--- config.mk ---
export PLATFORM = sky130hd
export DESIGN_NAME = speed_to_servo_pulse_mapper
export DESIGN_NICKNAME = d
export VERILOG_FILES = /design/src/rtl/ssp_pkg.sv /design/src/rtl/ssp_front.sv /design/src/rtl/ssp_queue.sv /design/src/rtl/ssp_back.sv /design/src/rtl/speed_to_servo_pulse_mapper.sv
export SDC_FILE = /design/constraint.sdc
export NUM_CORES = 1
export LEC_CHECK = 0
export BUFFER_PORTS_ARGS = -buffer_cell sky130_fd_sc_hd__buf_2
export CORE_MARGIN = 8
export CORE_UTILIZATION = 65
export CTS_BUF_LIST = sky130_fd_sc_hd__clkbuf_16
export CTS_CLUSTER_SIZE = 14
export DETAILED_ROUTE_END_ITERATION = 10
export HOLD_SLACK_MARGIN = 0.03
export PLACE_DENSITY = 0.91
export SETUP_SLACK_MARGIN = 0.5
export SKIP_LAST_GASP = 1
export SYNTH_ARGS = -nofsm -noshare
export SYNTH_HDL_FRONTEND = slang
export SYNTH_HIERARCHICAL = 1
export SYNTH_SLANG_ARGS = --single-unit
export TNS_END_PERCENT = 100
--- constraint.sdc ---
create_clock -name clk_i -period 8.4 [get_ports clk_i]
set_input_delay 1.26 -clock clk_i [delete_from_list [all_inputs] [get_ports clk_i]]
set_output_delay 1.26 -clock clk_i [all_outputs]
set_load 0.01 [all_outputs]
--- src/rtl/ssp_pkg.sv ---
package ssp_pkg;

  localparam int PULSE_BITS_DEF      = 12;
  localparam int SPEED_FRAC_BITS_DEF = 14;
  localparam int SPEED_W             = 16;

  // operation codes
  localparam logic [1:0] OP_SET  = 2'd0;
  localparam logic [1:0] OP_STOP = 2'd1;
  localparam logic [1:0] OP_READ = 2'd2;

  // register indexes
  localparam logic [2:0] REG_MAX     = 3'd0;
  localparam logic [2:0] REG_DB_HIGH = 3'd1;
  localparam logic [2:0] REG_CENTER  = 3'd2;
  localparam logic [2:0] REG_DB_LOW  = 3'd3;
  localparam logic [2:0] REG_MIN     = 3'd4;
  localparam logic [2:0] REG_INVERT  = 3'd5;
  localparam logic [2:0] REG_SKIP_DB = 3'd6;

  // register reset values, microseconds
  localparam int MAX_RST     = 2000;
  localparam int DB_HIGH_RST = 1510;
  localparam int CENTER_RST  = 1500;
  localparam int DB_LOW_RST  = 1490;
  localparam int MIN_RST     = 1000;

endpackage

--- src/rtl/ssp_front.sv ---
module ssp_front import ssp_pkg::*; #(
  parameter int PULSE_BITS      = PULSE_BITS_DEF,
  parameter int SPEED_FRAC_BITS = SPEED_FRAC_BITS_DEF
) (
  input  logic                         clk_i,
  input  logic                         rst_ni,
  input  logic                         in_valid_i,
  output logic                         in_ready_o,
  input  logic [1:0]                   op_i,
  input  logic signed [SPEED_W-1:0]    speed_i,
  input  logic                         invalid_i,
  input  logic [PULSE_BITS-1:0]        max_i,
  input  logic [PULSE_BITS-1:0]        min_i,
  input  logic [PULSE_BITS-1:0]        center_i,
  input  logic signed [PULSE_BITS+1:0] fwd_i,
  input  logic signed [PULSE_BITS+1:0] rev_i,
  input  logic                         inv_i,
  input  logic                         full_i,
  output logic                         push_o,
  output logic [PULSE_BITS-1:0]        push_data_o
);

  localparam int EW  = PULSE_BITS + 2;
  localparam int SW2 = SPEED_FRAC_BITS + 2;
  localparam int CW  = (SPEED_W + 1 > SW2) ? SPEED_W + 1 : SW2;
  localparam int PW  = SW2 + EW;
  localparam int QW  = PW - SPEED_FRAC_BITS;

  localparam logic [1:0] F_IDLE = 2'd0;
  localparam logic [1:0] F_MUL  = 2'd1;
  localparam logic [1:0] F_FIN  = 2'd2;

  localparam logic signed [CW-1:0] ONE_C =
    {{(CW-SPEED_FRAC_BITS-1){1'b0}}, 1'b1, {SPEED_FRAC_BITS{1'b0}}};
  localparam logic [PW-1:0] HALF_C =
    {{(PW-SPEED_FRAC_BITS){1'b0}}, 1'b1, {(SPEED_FRAC_BITS-1){1'b0}}};
  localparam logic signed [QW-1:0] PMAX_C =
    {{(QW-PULSE_BITS){1'b0}}, {PULSE_BITS{1'b1}}};

  logic [1:0]                 state_q, state_d;
  logic [1:0]                 op_q;
  logic                       zero_q;
  logic signed [SW2-1:0]      s_q;
  logic signed [EW-1:0]       d_q, edge_q;
  logic signed [PW-1:0]       prod_q;
  logic [PULSE_BITS-1:0]      held_q;

  logic signed [CW-1:0]       s_ext, s_neg, s_clamp;
  logic signed [EW-1:0]       max_s, min_s, d_c, edge_c;
  logic [PW-1:0]              mag, mag_rnd;
  logic signed [QW-1:0]       q_s, p_full;
  logic [PULSE_BITS-1:0]      p_sat, p_new;
  logic                       accept;

  assign in_ready_o = (state_q == F_IDLE);
  assign accept     = in_valid_i && in_ready_o;

  always_comb begin
    s_ext = {{(CW-SPEED_W){speed_i[SPEED_W-1]}}, speed_i};
    s_neg = inv_i ? -s_ext : s_ext;
    if (invalid_i) begin
      s_clamp = '0;
    end else if (s_neg > ONE_C) begin
      s_clamp = ONE_C;
    end else if (s_neg < -ONE_C) begin
      s_clamp = -ONE_C;
    end else begin
      s_clamp = s_neg;
    end
    max_s = $signed({2'b00, max_i});
    min_s = $signed({2'b00, min_i});
    if (s_clamp > 0) begin
      d_c    = max_s - fwd_i;
      edge_c = fwd_i;
    end else begin
      d_c    = rev_i - min_s;
      edge_c = rev_i;
    end
  end

  // round half away from zero on the magnitude, add the edge, clamp to the pulse range, then pick by op
  always_comb begin
    mag     = prod_q[PW-1] ? $unsigned(-prod_q) : $unsigned(prod_q);
    mag_rnd = mag + HALF_C;
    q_s     = $signed(mag_rnd[PW-1:SPEED_FRAC_BITS]);
    if (prod_q[PW-1]) begin
      q_s = -q_s;
    end
    p_full = q_s + {{(QW-EW){edge_q[EW-1]}}, edge_q};
    if (p_full < 0) begin
      p_sat = '0;
    end else if (p_full > PMAX_C) begin
      p_sat = PMAX_C[PULSE_BITS-1:0];
    end else begin
      p_sat = p_full[PULSE_BITS-1:0];
    end
    case (op_q)
      OP_SET:  p_new = zero_q ? center_i : p_sat;
      OP_STOP: p_new = '0;
      default: p_new = held_q;
    endcase
  end

  always_comb begin
    state_d = state_q;
    push_o  = 1'b0;
    case (state_q)
      F_IDLE: begin
        if (accept) begin
          state_d = F_MUL;
        end
      end
      F_MUL: begin
        state_d = F_FIN;
      end
      F_FIN: begin
        if (!full_i) begin
          push_o  = 1'b1;
          state_d = F_IDLE;
        end
      end
      default: state_d = F_IDLE;
    endcase
  end

  assign push_data_o = p_new;

  always_ff @(posedge clk_i or negedge rst_ni) begin
    if (!rst_ni) begin
      state_q <= F_IDLE;
      held_q  <= '0;
    end else begin
      state_q <= state_d;
      if (push_o) begin
        held_q <= p_new;
      end
    end
  end

  always_ff @(posedge clk_i) begin
    if (accept) begin
      op_q   <= op_i;
      zero_q <= (s_clamp == '0);
      s_q    <= s_clamp[SW2-1:0];
      d_q    <= d_c;
      edge_q <= edge_c;
    end
    if (state_q == F_MUL) begin
      prod_q <= s_q * d_q;
    end
  end

endmodule

--- src/rtl/ssp_queue.sv ---
module ssp_queue import ssp_pkg::*; #(
  parameter int PULSE_BITS = PULSE_BITS_DEF
) (
  input  logic                  clk_i,
  input  logic                  rst_ni,
  input  logic                  push_i,
  input  logic [PULSE_BITS-1:0] push_data_i,
  output logic                  full_o,
  input  logic                  pop_i,
  output logic                  empty_o,
  output logic [PULSE_BITS-1:0] pop_data_o
);

  logic [PULSE_BITS-1:0] slot_q [2];
  logic                  wr_ptr_q, rd_ptr_q;
  logic [1:0]            count_q;

  assign full_o     = (count_q == 2'd2);
  assign empty_o    = (count_q == 2'd0);
  assign pop_data_o = slot_q[rd_ptr_q];

  always_ff @(posedge clk_i or negedge rst_ni) begin
    if (!rst_ni) begin
      wr_ptr_q <= 1'b0;
      rd_ptr_q <= 1'b0;
      count_q  <= 2'd0;
    end else begin
      if (push_i) begin
        wr_ptr_q <= ~wr_ptr_q;
      end
      if (pop_i) begin
        rd_ptr_q <= ~rd_ptr_q;
      end
      if (push_i && !pop_i) begin
        count_q <= count_q + 2'd1;
      end else if (pop_i && !push_i) begin
        count_q <= count_q - 2'd1;
      end
    end
  end

  always_ff @(posedge clk_i) begin
    if (push_i) begin
      slot_q[wr_ptr_q] <= push_data_i;
    end
  end

endmodule

--- src/rtl/ssp_back.sv ---
module ssp_back import ssp_pkg::*; #(
  parameter int PULSE_BITS      = PULSE_BITS_DEF,
  parameter int SPEED_FRAC_BITS = SPEED_FRAC_BITS_DEF
) (
  input  logic                         clk_i,
  input  logic                         rst_ni,
  input  logic                         empty_i,
  input  logic [PULSE_BITS-1:0]        pop_data_i,
  output logic                         pop_o,
  input  logic [PULSE_BITS-1:0]        max_i,
  input  logic [PULSE_BITS-1:0]        min_i,
  input  logic signed [PULSE_BITS+1:0] fwd_i,
  input  logic signed [PULSE_BITS+1:0] rev_i,
  input  logic                         inv_i,
  output logic                         out_valid_o,
  input  logic                         out_ready_i,
  output logic [PULSE_BITS-1:0]        out_pulse_o,
  output logic signed [SPEED_W-1:0]    out_speed_o
);

  localparam int EW  = PULSE_BITS + 2;
  localparam int QW  = SPEED_FRAC_BITS + 1;
  localparam int NW  = SPEED_FRAC_BITS + 2;
  localparam int RW  = (NW > SPEED_W + 1) ? NW : SPEED_W + 1;
  localparam int CNW = $clog2(QW + 1);

  localparam logic [1:0] B_IDLE = 2'd0;
  localparam logic [1:0] B_DIV  = 2'd1;
  localparam logic [1:0] B_DONE = 2'd2;

  localparam logic [QW-1:0]  ONE_Q   = {1'b1, {SPEED_FRAC_BITS{1'b0}}};
  localparam logic [CNW-1:0] STEPS_C = CNW'(QW);
  localparam logic signed [RW-1:0] SMAX_C =
    {{(RW-SPEED_W+1){1'b0}}, {(SPEED_W-1){1'b1}}};
  localparam logic signed [RW-1:0] SMIN_C =
    {{(RW-SPEED_W+1){1'b1}}, {(SPEED_W-1){1'b0}}};

  logic [1:0]              state_q, state_d;
  logic [PULSE_BITS-1:0]   pulse_q;
  logic [PULSE_BITS:0]     rem_q;
  logic [PULSE_BITS-1:0]   den_q;
  logic [QW-1:0]           quo_q;
  logic                    neg_q;
  logic [CNW-1:0]          cnt_q;
  logic                    out_valid_q;
  logic [PULSE_BITS-1:0]   out_pulse_q;
  logic signed [SPEED_W-1:0] out_speed_q;

  logic signed [EW-1:0]    p_s, max_s, min_s, num_f, num_r, den_f, den_r;
  logic                    take_bit;
  logic [PULSE_BITS:0]     rem_sub;
  logic signed [RW-1:0]    rb_val;
  logic signed [SPEED_W-1:0] rb_sat;
  logic                    out_free;

  assign p_s   = $signed({2'b00, pop_data_i});
  assign max_s = $signed({2'b00, max_i});
  assign min_s = $signed({2'b00, min_i});
  assign num_f = p_s - fwd_i;
  assign den_f = max_s - fwd_i;
  assign num_r = rev_i - p_s;
  assign den_r = rev_i - min_s;

  assign pop_o    = (state_q == B_IDLE) && !empty_i;
  assign out_free = !out_valid_q || out_ready_i;

  // one quotient bit a cycle; the remainder stays below twice the divisor
  assign take_bit = (rem_q >= {1'b0, den_q});
  assign rem_sub  = take_bit ? rem_q - {1'b0, den_q} : rem_q;

  always_comb begin
    rb_val = {{(RW-QW){1'b0}}, quo_q};
    if (neg_q ^ inv_i) begin
      rb_val = -rb_val;
    end
    if (rb_val > SMAX_C) begin
      rb_sat = SMAX_C[SPEED_W-1:0];
    end else if (rb_val < SMIN_C) begin
      rb_sat = SMIN_C[SPEED_W-1:0];
    end else begin
      rb_sat = rb_val[SPEED_W-1:0];
    end
  end

  always_comb begin
    state_d = state_q;
    case (state_q)
      B_IDLE: begin
        if (pop_o) begin
          if (pop_data_i != '0 && !(p_s > max_s) && !(p_s < min_s) &&
              ((p_s > fwd_i) || (p_s < rev_i))) begin
            state_d = B_DIV;
          end else begin
            state_d = B_DONE;
          end
        end
      end
      B_DIV: begin
        if (cnt_q == STEPS_C) begin
          state_d = B_DONE;
        end
      end
      B_DONE: begin
        if (out_free) begin
          state_d = B_IDLE;
        end
      end
      default: state_d = B_IDLE;
    endcase
  end

  always_ff @(posedge clk_i or negedge rst_ni) begin
    if (!rst_ni) begin
      state_q     <= B_IDLE;
      out_valid_q <= 1'b0;
    end else begin
      state_q <= state_d;
      if (state_q == B_DONE && out_free) begin
        out_valid_q <= 1'b1;
      end else if (out_ready_i) begin
        out_valid_q <= 1'b0;
      end
    end
  end

  always_ff @(posedge clk_i) begin
    if (pop_o) begin
      pulse_q <= pop_data_i;
      cnt_q   <= '0;
      quo_q   <= '0;
      neg_q   <= 1'b0;
      rem_q   <= '0;
      den_q   <= '0;
      if (pop_data_i == '0) begin
        quo_q <= '0;
      end else if (p_s > max_s) begin
        quo_q <= ONE_Q;
      end else if (p_s < min_s) begin
        quo_q <= ONE_Q;
        neg_q <= 1'b1;
      end else if (p_s > fwd_i) begin
        rem_q <= {1'b0, num_f[PULSE_BITS-1:0]};
        den_q <= den_f[PULSE_BITS-1:0];
      end else if (p_s < rev_i) begin
        rem_q <= {1'b0, num_r[PULSE_BITS-1:0]};
        den_q <= den_r[PULSE_BITS-1:0];
        neg_q <= 1'b1;
      end
    end else if (state_q == B_DIV && cnt_q != STEPS_C) begin
      quo_q <= {quo_q[QW-2:0], take_bit};
      rem_q <= {rem_sub[PULSE_BITS-1:0], 1'b0};
      cnt_q <= cnt_q + CNW'(1);
    end
    if (state_q == B_DONE && out_free) begin
      out_pulse_q <= pulse_q;
      out_speed_q <= rb_sat;
    end
  end

  assign out_valid_o = out_valid_q;
  assign out_pulse_o = out_pulse_q;
  assign out_speed_o = out_speed_q;

endmodule

--- src/rtl/speed_to_servo_pulse_mapper.sv ---
// Speed to servo pulse mapper.
// Input stream: one request per item. tuser carries the operation (set speed,
// stop, read only) and the invalid flag; tdata carries the signed speed
// command in Q.SPEED_FRAC_BITS. A set request clamps the speed, maps it to a
// pulse width and holds it; stop holds a zero pulse; read leaves it alone.
// Output stream: one result per request with the held pulse width and the
// speed recovered from it, in request order.
// The front end takes a request through accept, multiply and round, then
// pushes it into the queue. When the readback needs a division the back end
// pops the entry, runs the divider and then loads the output register, which
// raises tvalid; without a division it pops and loads the output register.
// The front end takes a new request only once it has pushed the last one; the
// back end works on one entry at a time, so when every readback divides the
// divider sets the sustained rate, and otherwise the front end sets it.
// A two-entry queue sits between front and back end, and the result sits in
// an output register, so new requests are taken while a result waits.
// When the receiver stalls, the result holds, the queue fills and tready
// drops. Reset clears the held pulse to zero (stopped), empties the pipeline
// and loads the default pulse bounds. Write the registers only while idle.
module speed_to_servo_pulse_mapper import ssp_pkg::*; #(
  parameter int PULSE_BITS      = PULSE_BITS_DEF,
  parameter int SPEED_FRAC_BITS = SPEED_FRAC_BITS_DEF,
  parameter int OUT_W           = ((PULSE_BITS + SPEED_W + 7) / 8) * 8
) (
  input  logic                  clk_i,
  input  logic                  rst_ni,
  input  logic                  s_axis_tvalid,
  output logic                  s_axis_tready,
  input  logic [SPEED_W-1:0]    s_axis_tdata,   // speed_cmd
  input  logic [2:0]            s_axis_tuser,   // operation[1:0], speed_invalid
  output logic                  m_axis_tvalid,
  input  logic                  m_axis_tready,
  output logic [OUT_W-1:0]      m_axis_tdata,   // pulse_us, speed_readback, zero pad
  input  logic                  cfg_we_i,
  input  logic [2:0]            cfg_idx_i,
  input  logic [PULSE_BITS-1:0] cfg_data_i
);

  localparam logic signed [PULSE_BITS+1:0] ONE_US = (PULSE_BITS+2)'(1);

  logic [PULSE_BITS-1:0]        max_q, db_high_q, center_q, db_low_q, min_q;
  logic                         inv_q, skip_q;
  logic signed [PULSE_BITS+1:0] fwd_edge, rev_edge;

  logic                         push, full, pop, empty;
  logic [PULSE_BITS-1:0]        push_data, pop_data, out_pulse;
  logic signed [SPEED_W-1:0]    out_speed;

  always_ff @(posedge clk_i or negedge rst_ni) begin
    if (!rst_ni) begin
      max_q     <= PULSE_BITS'(MAX_RST);
      db_high_q <= PULSE_BITS'(DB_HIGH_RST);
      center_q  <= PULSE_BITS'(CENTER_RST);
      db_low_q  <= PULSE_BITS'(DB_LOW_RST);
      min_q     <= PULSE_BITS'(MIN_RST);
      inv_q     <= 1'b0;
      skip_q    <= 1'b0;
    end else if (cfg_we_i) begin
      case (cfg_idx_i)
        REG_MAX:     max_q     <= cfg_data_i;
        REG_DB_HIGH: db_high_q <= cfg_data_i;
        REG_CENTER:  center_q  <= cfg_data_i;
        REG_DB_LOW:  db_low_q  <= cfg_data_i;
        REG_MIN:     min_q     <= cfg_data_i;
        REG_INVERT:  inv_q     <= cfg_data_i[0];
        REG_SKIP_DB: skip_q    <= cfg_data_i[0];
        default: ;
      endcase
    end
  end

  // without deadband elimination the edges sit one microsecond off center
  assign fwd_edge = skip_q ? $signed({2'b00, db_high_q})
                           : $signed({2'b00, center_q}) + ONE_US;
  assign rev_edge = skip_q ? $signed({2'b00, db_low_q})
                           : $signed({2'b00, center_q}) - ONE_US;

  ssp_front #(
    .PULSE_BITS      (PULSE_BITS),
    .SPEED_FRAC_BITS (SPEED_FRAC_BITS)
  ) u_front (
    .clk_i       (clk_i),
    .rst_ni      (rst_ni),
    .in_valid_i  (s_axis_tvalid),
    .in_ready_o  (s_axis_tready),
    .op_i        (s_axis_tuser[1:0]),
    .speed_i     ($signed(s_axis_tdata)),
    .invalid_i   (s_axis_tuser[2]),
    .max_i       (max_q),
    .min_i       (min_q),
    .center_i    (center_q),
    .fwd_i       (fwd_edge),
    .rev_i       (rev_edge),
    .inv_i       (inv_q),
    .full_i      (full),
    .push_o      (push),
    .push_data_o (push_data)
  );

  ssp_queue #(
    .PULSE_BITS (PULSE_BITS)
  ) u_queue (
    .clk_i       (clk_i),
    .rst_ni      (rst_ni),
    .push_i      (push),
    .push_data_i (push_data),
    .full_o      (full),
    .pop_i       (pop),
    .empty_o     (empty),
    .pop_data_o  (pop_data)
  );

  ssp_back #(
    .PULSE_BITS      (PULSE_BITS),
    .SPEED_FRAC_BITS (SPEED_FRAC_BITS)
  ) u_back (
    .clk_i       (clk_i),
    .rst_ni      (rst_ni),
    .empty_i     (empty),
    .pop_data_i  (pop_data),
    .pop_o       (pop),
    .max_i       (max_q),
    .min_i       (min_q),
    .fwd_i       (fwd_edge),
    .rev_i       (rev_edge),
    .inv_i       (inv_q),
    .out_valid_o (m_axis_tvalid),
    .out_ready_i (m_axis_tready),
    .out_pulse_o (out_pulse),
    .out_speed_o (out_speed)
  );

  always_comb begin
    m_axis_tdata = '0;
    m_axis_tdata[PULSE_BITS-1:0]                  = out_pulse;
    m_axis_tdata[PULSE_BITS+SPEED_W-1:PULSE_BITS] = out_speed;
  end

endmodule
==> results of run 1 <==
-- routing by layer --
metal  vias to the layer above  routed length [microns]  track usage
met2                      1182                    34100        0.486
met1                     10600                    27900        0.367
met3                       264                     6780       0.0549
met5                         -                        0            0
li1                       9767                        -            -
met4                         0                     3630        0.134
-- registers in the layout (all words and copies together), names as in the netlist, 13 cells and up --
signal              cells
u_front/prod_q         30
u_queue/slot_q         24
u_back/out_speed_o     16
u_front/s_q            16
u_back/quo_q           15
u_front/d_q            14
u_front/edge_q         14
u_back/rem_q           13
-- final cells by class --
class / instances / area (sq um) / share of cell area
Multi-Input combinational cell: 2106 / 17900 / 0.611
Sequential cell: 269 / 7660 / 0.262
Inverter: 349 / 1310 / 0.0448
Clock buffer: 35 / 876 / 0.0299
Timing Repair Buffer: 118 / 718 / 0.0246
Tap cell: 539 / 674 / 0.0231
Clock inverter: 22 / 125 / 0.00428
-- cells in the mapped netlist (9+ instances only) --
master	instances	area (sq um)
a211oi_1	10	75.1
a21boi_0	18	135
a21o_1	19	143
a21oi_1	121	606
a22oi_1	21	158
a31oi_1	11	68.8
and2_1	115	719
buf_2	20	100
clkbuf_1	73	274
dfrtp_1	51	1280
dfstp_2	32	841
edfxtp_1	182	5470
fa_1	227	4540
ha_1	212	2650
inv_1	347	1300
mux2_2	81	912
mux2_4	9	135
mux2i_1	24	240
nand2_1	259	972
nand2b_1	35	219
nand3_1	44	220
nand4_1	20	125
nor2_1	155	582
nor2b_1	46	288
nor3_1	58	290
nor3b_1	9	67.6
nor4_1	15	93.8
o211ai_1	13	97.6
o21a_1	15	113
o21ai_0	114	571
o22ai_1	13	81.3
o31ai_1	38	285
o41ai_1	9	78.8
or2_2	19	119
or3_1	30	188
or4_1	9	67.6
xnor2_1	119	1040
xor2_1	62	543
-- through the flow --
step	cells	utilization	area (sq um)	worst slack, ps	hold slack [ps]
6_report	3438	0.700	29300	961	417
5_1_grt	3438	0.700	29300	496	433
4_1_cts	3412	0.696	29100	791	425
3_5_place_dp	3355	0.672	28100	841	411
3_3_place_gp	3355	0.672	28100	1210	401
2_1_floorplan	2835	-	27300	1490	400
-- cells by family (layout without fill, tap and decap cells) --
group,after synthesis,after routing
xor+xnor,181,181
other cells,1,9
buf+inv,460,524
compound gates,496,496
mux,116,116
flops,269,269
fa+ha+maj,441,441
simple gates,863,863
-- worst paths after layout --
kind                                             start                         endpoint  slack [ps]  depth (start not counted)
min in group asynchronous                       rst_ni     u_queue/rd_ptr_q$_DFFE_PN0P_         850                          1
setup / recovery              u_front/d_q[4]$_DFFE_PP_     u_front/prod_q[29]$_DFFE_PN_         960                         21
hold reg to reg            u_back/pulse_q[2]$_DFFE_PP_  u_back/out_pulse_o[2]$_DFFE_PP_         420                          0
setup reg to reg              u_front/d_q[4]$_DFFE_PP_     u_front/prod_q[29]$_DFFE_PN_         960                         21
hold / removal             u_back/pulse_q[2]$_DFFE_PP_  u_back/out_pulse_o[2]$_DFFE_PP_         420                          0
max in group asynchronous                       rst_ni            min_q[10]$_DFFE_PN0P_        6830                          1
==> impl_results.rst, run 1 <==
.. list-table::
   :header-rows: 1

   * - Metric
     - Value
   * - Synthesized area per cell
     - 9.66 sq um
   * - Cell with the largest stage delay on the worst path
     - edfxtp_1
   * - Number of buffers added to fix hold violations after cts
     - 0
   * - Drt pass-1 iters
     - 6
   * - Share of synthesized flip-flops with an asynchronous set or reset
     - 0.309
   * - Pin count of the biggest net entering global routing
     - 84
   * - Number of maximum-capacitance constraint violations
     - 0
   * - Worst min-delay path category
     - flop to flop
   * - Most common cell after layout, fill and taps aside
     - inv_1
   * - Synth unique cells
     - 102
   * - Antenna Diode Count
     - 0
   * - Gr usage total
     - 0.292
   * - Number of cells upsized or downsized after cts
     - 0
   * - Fraction of synthesized cell area in xor and xnor cells
     - 0.0580
   * - Wire length of the first global-routing pass
     - 117 mm
   * - Result of the run
     - completed
   * - Critical path start-end classification
     - flop to flop
   * - Number of antenna violations at the first check in global routing
     - 0
   * - Unrepaired setup endpoints after global routing
     - no
   * - Critical-path cell list
     - nand2_1 -> fa_1 -> inv_1 -> fa_1 -> inv_1 -> fa_1 -> inv_1 -> fa_1 -> fa_1 -> fa_1 -> ha_1 -> a211o_1 -> or3_1 -> a311oi_1 -> o311ai_0 -> a311oi_1 -> o21bai_1 -> o21ai_0 -> o2111ai_1 -> a21o_1 -> xnor2_1
   * - Synthesized netlist cell count
     - 2827
   * - Share of the clock period used by the worst path after layout
     - 0.886
   * - Largest delay share family, worst path
     - adder cells
   * - HPWL Detailed
     - 55.0 mm
   * - Average via count per standard cell
     - 6.36
   * - Yosys warning count
     - 6
   * - Largest family of logic cells by synthesized area
     - adder cells
   * - Die width
     - 221 microns
   * - Critical Path Source Type
     - flop
   * - Starting utilization of the core area
     - 0.654
   * - Longest individual stage delay on the worst path
     - 590 ps
   * - Clock tree from TritonCTS
     - built
   * - Maximum buffer depth of the clock tree
     - 3
   * - Count of input and output buffers
     - 68
   * - Arrival @ worst endpoint
     - 7760 ps
   * - Nets
     - 3353
   * - Crit Path Max Fanout
     - 11
   * - Top library cells by usage in the layout, fill and taps aside
     - 353 x inv_1, 259 x nand2_1, 227 x fa_1, 212 x ha_1, 182 x edfxtp_1
   * - Synth Flop Type
     - edfxtp_1
   * - Number of endpoints with negative hold slack in the final report
     - 0
   * - Clock Root Buffer
     - clkbuf_16
   * - Post-DR wirelength/cell
     - 21.1 microns
   * - Post-route setup TNS
     - 0 ps
   * - Clock tree skew after final layout
     - 22.9 ps
   * - Number of clock sinks
     - 269
   * - Yosys reg bits
     - 269
   * - Buffers inserted during post-CTS setup optimization
     - 0
   * - CTS buffer count
     - 31
   * - GP Congestion
     - 1.02
   * - EDFF count, synth
     - 182
   * - Transition time at the pin with the least slew margin
     - 1170 ps
   * - Final-report setup violation count
     - 0
   * - Total number of placement rows
     - 75
   * - DRC violations left
     - 0
   * - Area of the die
     - 0.0488 sq mm
   * - Sequential-to-total area share from yosys stat
     - 0.280
   * - Cell area after technology mapping
     - 0.0273 sq mm
   * - Number of global-route vias before repair
     - 22400
   * - Overflow left after global routing
     - 0
   * - Relative slew slack
     - 0.216
   * - Mux contribution to synthesized area
     - 0.0480
   * - F_max
     - 0.134 GHz
   * - Buffer and inverter count on the worst path
     - 3
   * - Die span in y
     - 221 microns
   * - Arithmetic-cell share of the synthesized area counting full adders, half adders and majority gates
     - 0.264
   * - Most repeated library cell on the critical path
     - fa_1
   * - H-tree depth
     - 1
   * - Clk_lat worst skew
     - 590 ps
   * - Top-level port count
     - 73
   * - Time the final worst path needs with I/O delays and setup
     - 7440 ps
   * - Post-synthesis simple-gate area fraction
     - 0.161
   * - Layout-stage area growth over the synthesis result
     - 7.07%
   * - Total Routed Length
     - 72.4 mm
   * - Core region area
     - 0.0418 sq mm
   * - WP data required
     - 8720 ps
   * - Complex-gate fraction of the synthesized area
     - 0.121
   * - Antenna violation net count after detailed routing
     - 0
   * - Capturing element type of the critical path
     - flop
   * - Count of pins over their slew limit
     - 0
   * - Initial drt markers
     - 2157
   * - Filler Cells Inserted
     - 2935
   * - Clock slew seen by the registers of the worst setup and hold paths
     - 70 ps
   * - Via count
     - 21900
   * - Share of cells above drive strength 1
     - 0.122
Power of run 1 is not shown: default switching activity piles up to over one toggle a cycle in this logic, so the estimate is an artifact.
==> run 2: changes to the inputs <==
REMOVE_ABC_BUFFERS = 1   (was default)
==> run 2 against run 1 <==
First-iteration DRC count increased by 7.2%. Sequential share of layout area is 0.23 points higher. Worst setup slack worse by 37 ps. Via count is 1.2% lower. Largest cell class unchanged.
==> impl_results.rst, run 2 (synthesis gave the netlist of run 1 again) <==
.. list-table::
   :header-rows: 1

   * - Metric
     - Value
   * - Result of the run
     - completed
   * - Top-level port count
     - 73
   * - Buffers inserted during post-CTS setup optimization
     - 0
   * - Nets
     - 3326
   * - GP Congestion
     - 0.963
   * - Average via count per standard cell
     - 6.33
   * - Critical Path Source Type
     - flop
   * - Maximum buffer depth of the clock tree
     - 3
   * - Most common cell after layout, fill and taps aside
     - inv_1
   * - Max reg flops
     - 30
   * - Clock tree from TritonCTS
     - built
   * - Count of input and output buffers
     - 68
   * - Largest registers in the final layout
     - u_front/prod_q: 30 flops, u_queue/slot_q: 24 flops
   * - Worst-case reg-to-reg path depth
     - 19
   * - Number of global-route vias before repair
     - 21800
   * - Layout-stage area growth over the synthesis result
     - 6.15%
   * - DRC violations left
     - 0
   * - Clock Root Buffer
     - clkbuf_16
   * - Relative slew slack
     - 0.150
   * - Most repeated library cell on the critical path
     - fa_1
   * - Final cell count without fillers
     - 3412
   * - F_max
     - 0.134 GHz
   * - Transition time at the pin with the least slew margin
     - 1270 ps
   * - Post-DR wirelength/cell
     - 21.2 microns
   * - Placed cell areas
     - 0.0280 sq mm
   * - Area of the die
     - 0.0488 sq mm
   * - FF-to-FF setup slack
     - 920 ps
   * - Number of endpoints with negative hold slack in the final report
     - 0
   * - Starting utilization of the core area
     - 0.654
   * - Layout Utilization
     - 0.694
   * - CTS buffer count
     - 31
   * - Filler Cells Inserted
     - 2987
   * - Crit Path Max Fanout
     - 16
   * - Die width
     - 221 microns
   * - Number of clock sinks
     - 269
   * - Worst min-delay path category
     - flop to flop
   * - Arrival @ worst endpoint
     - 7810 ps
   * - Overflow left after global routing
     - 0
   * - Top library cells by usage in the layout, fill and taps aside
     - 353 x inv_1, 259 x nand2_1, 227 x fa_1, 212 x ha_1, 182 x edfxtp_1
   * - WP data required
     - 8730 ps
   * - Critical path launch point
     - u_front/d_q[4]$_DFFE_PP_
   * - Total number of placement rows
     - 75
   * - HPWL Detailed
     - 56.3 mm
   * - Share of cells above drive strength 1
     - 0.112
   * - Gr usage total
     - 0.290
   * - Summed area of non-filler cells in the final layout
     - 0.0290 sq mm
   * - Number of cells upsized or downsized after cts
     - 0
   * - Clk_lat worst skew
     - 590 ps
   * - Final-report setup violation count
     - 0
   * - Die span in y
     - 221 microns
   * - Number of cells after detailed placement
     - 3354
   * - Total Routed Length
     - 72.2 mm
   * - Count of pins over their slew limit
     - 0
   * - Antenna Diode Count
     - 0
   * - Worst setup path endpoint
     - u_front/prod_q[29]$_DFFE_PN_
   * - Share of the clock period used by the worst path after layout
     - 0.890
   * - H-tree depth
     - 1
   * - Clock slew seen by the registers of the worst setup and hold paths
     - 60 ps
   * - Cell with the largest stage delay on the worst path
     - edfxtp_1
   * - Capturing element type of the critical path
     - flop
   * - Unrepaired setup endpoints after global routing
     - no
   * - Wire length of the first global-routing pass
     - 116 mm
   * - Pin count of the biggest net entering global routing
     - 50
   * - Longest individual stage delay on the worst path
     - 740 ps
   * - Via count
     - 21600
   * - Drt pass-1 iters
     - 9
   * - Critical path start-end classification
     - flop to flop
   * - Core region area
     - 0.0418 sq mm
   * - Number of maximum-capacitance constraint violations
     - 0
   * - Most flops, register
     - u_front/prod_q
   * - Initial drt markers
     - 2313
   * - Number of antenna violations at the first check in global routing
     - 0
   * - Post-route setup TNS
     - 0 ps
   * - Number of buffers added to fix hold violations after cts
     - 0
   * - Time the final worst path needs with I/O delays and setup
     - 7480 ps
   * - Clock tree skew after final layout
     - 11.1 ps
   * - Critical-path cell list
     - nand2_1 -> fa_1 -> inv_1 -> fa_1 -> fa_1 -> fa_1 -> fa_1 -> fa_1 -> ha_1 -> a211o_1 -> or3_1 -> a311oi_1 -> o311ai_0 -> a311oi_1 -> o21bai_1 -> o21ai_0 -> o2111ai_1 -> a21o_1 -> xnor2_1
   * - Worst reg2reg startpoint
     - u_front/d_q[4]$_DFFE_PP_
   * - Antenna violation net count after detailed routing
     - 0
   * - Terminus of the critical flop-to-flop path
     - u_front/prod_q[29]$_DFFE_PN_
-- run 2: changes by cell type in the layout (fill, tap and decap cells not counted), sizes merged --
cell,before,now
clkinvlp,2,0
clkinv,9,14
clkbuf,35,32
buf,118,91
inv,360,361
-- run 2: layer usage --
layer | vias up | wire length, microns | GRT usage
li1 | 9733 | - | -
met2 | 1071 | 33600 | 0.478
met1 | 10600 | 29100 | 0.379
met4 | 0 | 3510 | 0.125
met5 | - | 0 | 0
met3 | 235 | 6120 | 0.0455
-- run 2: worst min-delay path by stage --
stage	start	end	slack, ps	cells after the start
detailed placement	u_back/pulse_q[0]$_DFFE_PP_	u_back/out_pulse_o[0]$_DFFE_PP_	400	0
finish	u_back/pulse_q[8]$_DFFE_PP_	u_back/out_pulse_o[8]$_DFFE_PP_	420	0
floorplan	u_back/pulse_q[0]$_DFFE_PP_	u_back/out_pulse_o[0]$_DFFE_PP_	400	0
global route	u_back/pulse_q[2]$_DFFE_PP_	u_back/out_pulse_o[2]$_DFFE_PP_	420	0
global placement	u_back/pulse_q[11]$_DFFE_PP_	u_back/out_pulse_o[11]$_DFFE_PP_	400	0
CTS	u_back/pulse_q[8]$_DFFE_PP_	u_back/out_pulse_o[8]$_DFFE_PP_	420	0
-- run 2: final cells by class --
class,instances,area (sq um),area share
multi-input combinational,2106,17900,0.617
sequential,269,7660,0.264
inverter,349,1310,0.0452
clock buffer,32,801,0.0276
tap,539,674,0.0233
timing repair buffer,91,515,0.0178
clock inverter,26,150,0.00518
-- run 2: metrics by stage --
stage	hold slack [ps]	setup WS, ps
final	417	925
after global routing	423	562
after CTS	419	933
after detailed placement	405	1000
after global placement	403	1180
after floorplan	400	1890
-- run 2: worst max-delay path, delay by kind of cell (launching register included) --
kind / cells / cell delay, ps
AO/OA/AOI/OAI: 8 / 2330
AND/OR/NAND/NOR: 2 / 520
buffers and inverters: 1 / 60
adder cells (fa/ha/maj): 7 / 3450
flip-flops: 1 / 740
XOR/XNOR: 1 / 120
Power of run 2 is left out for the same reason.
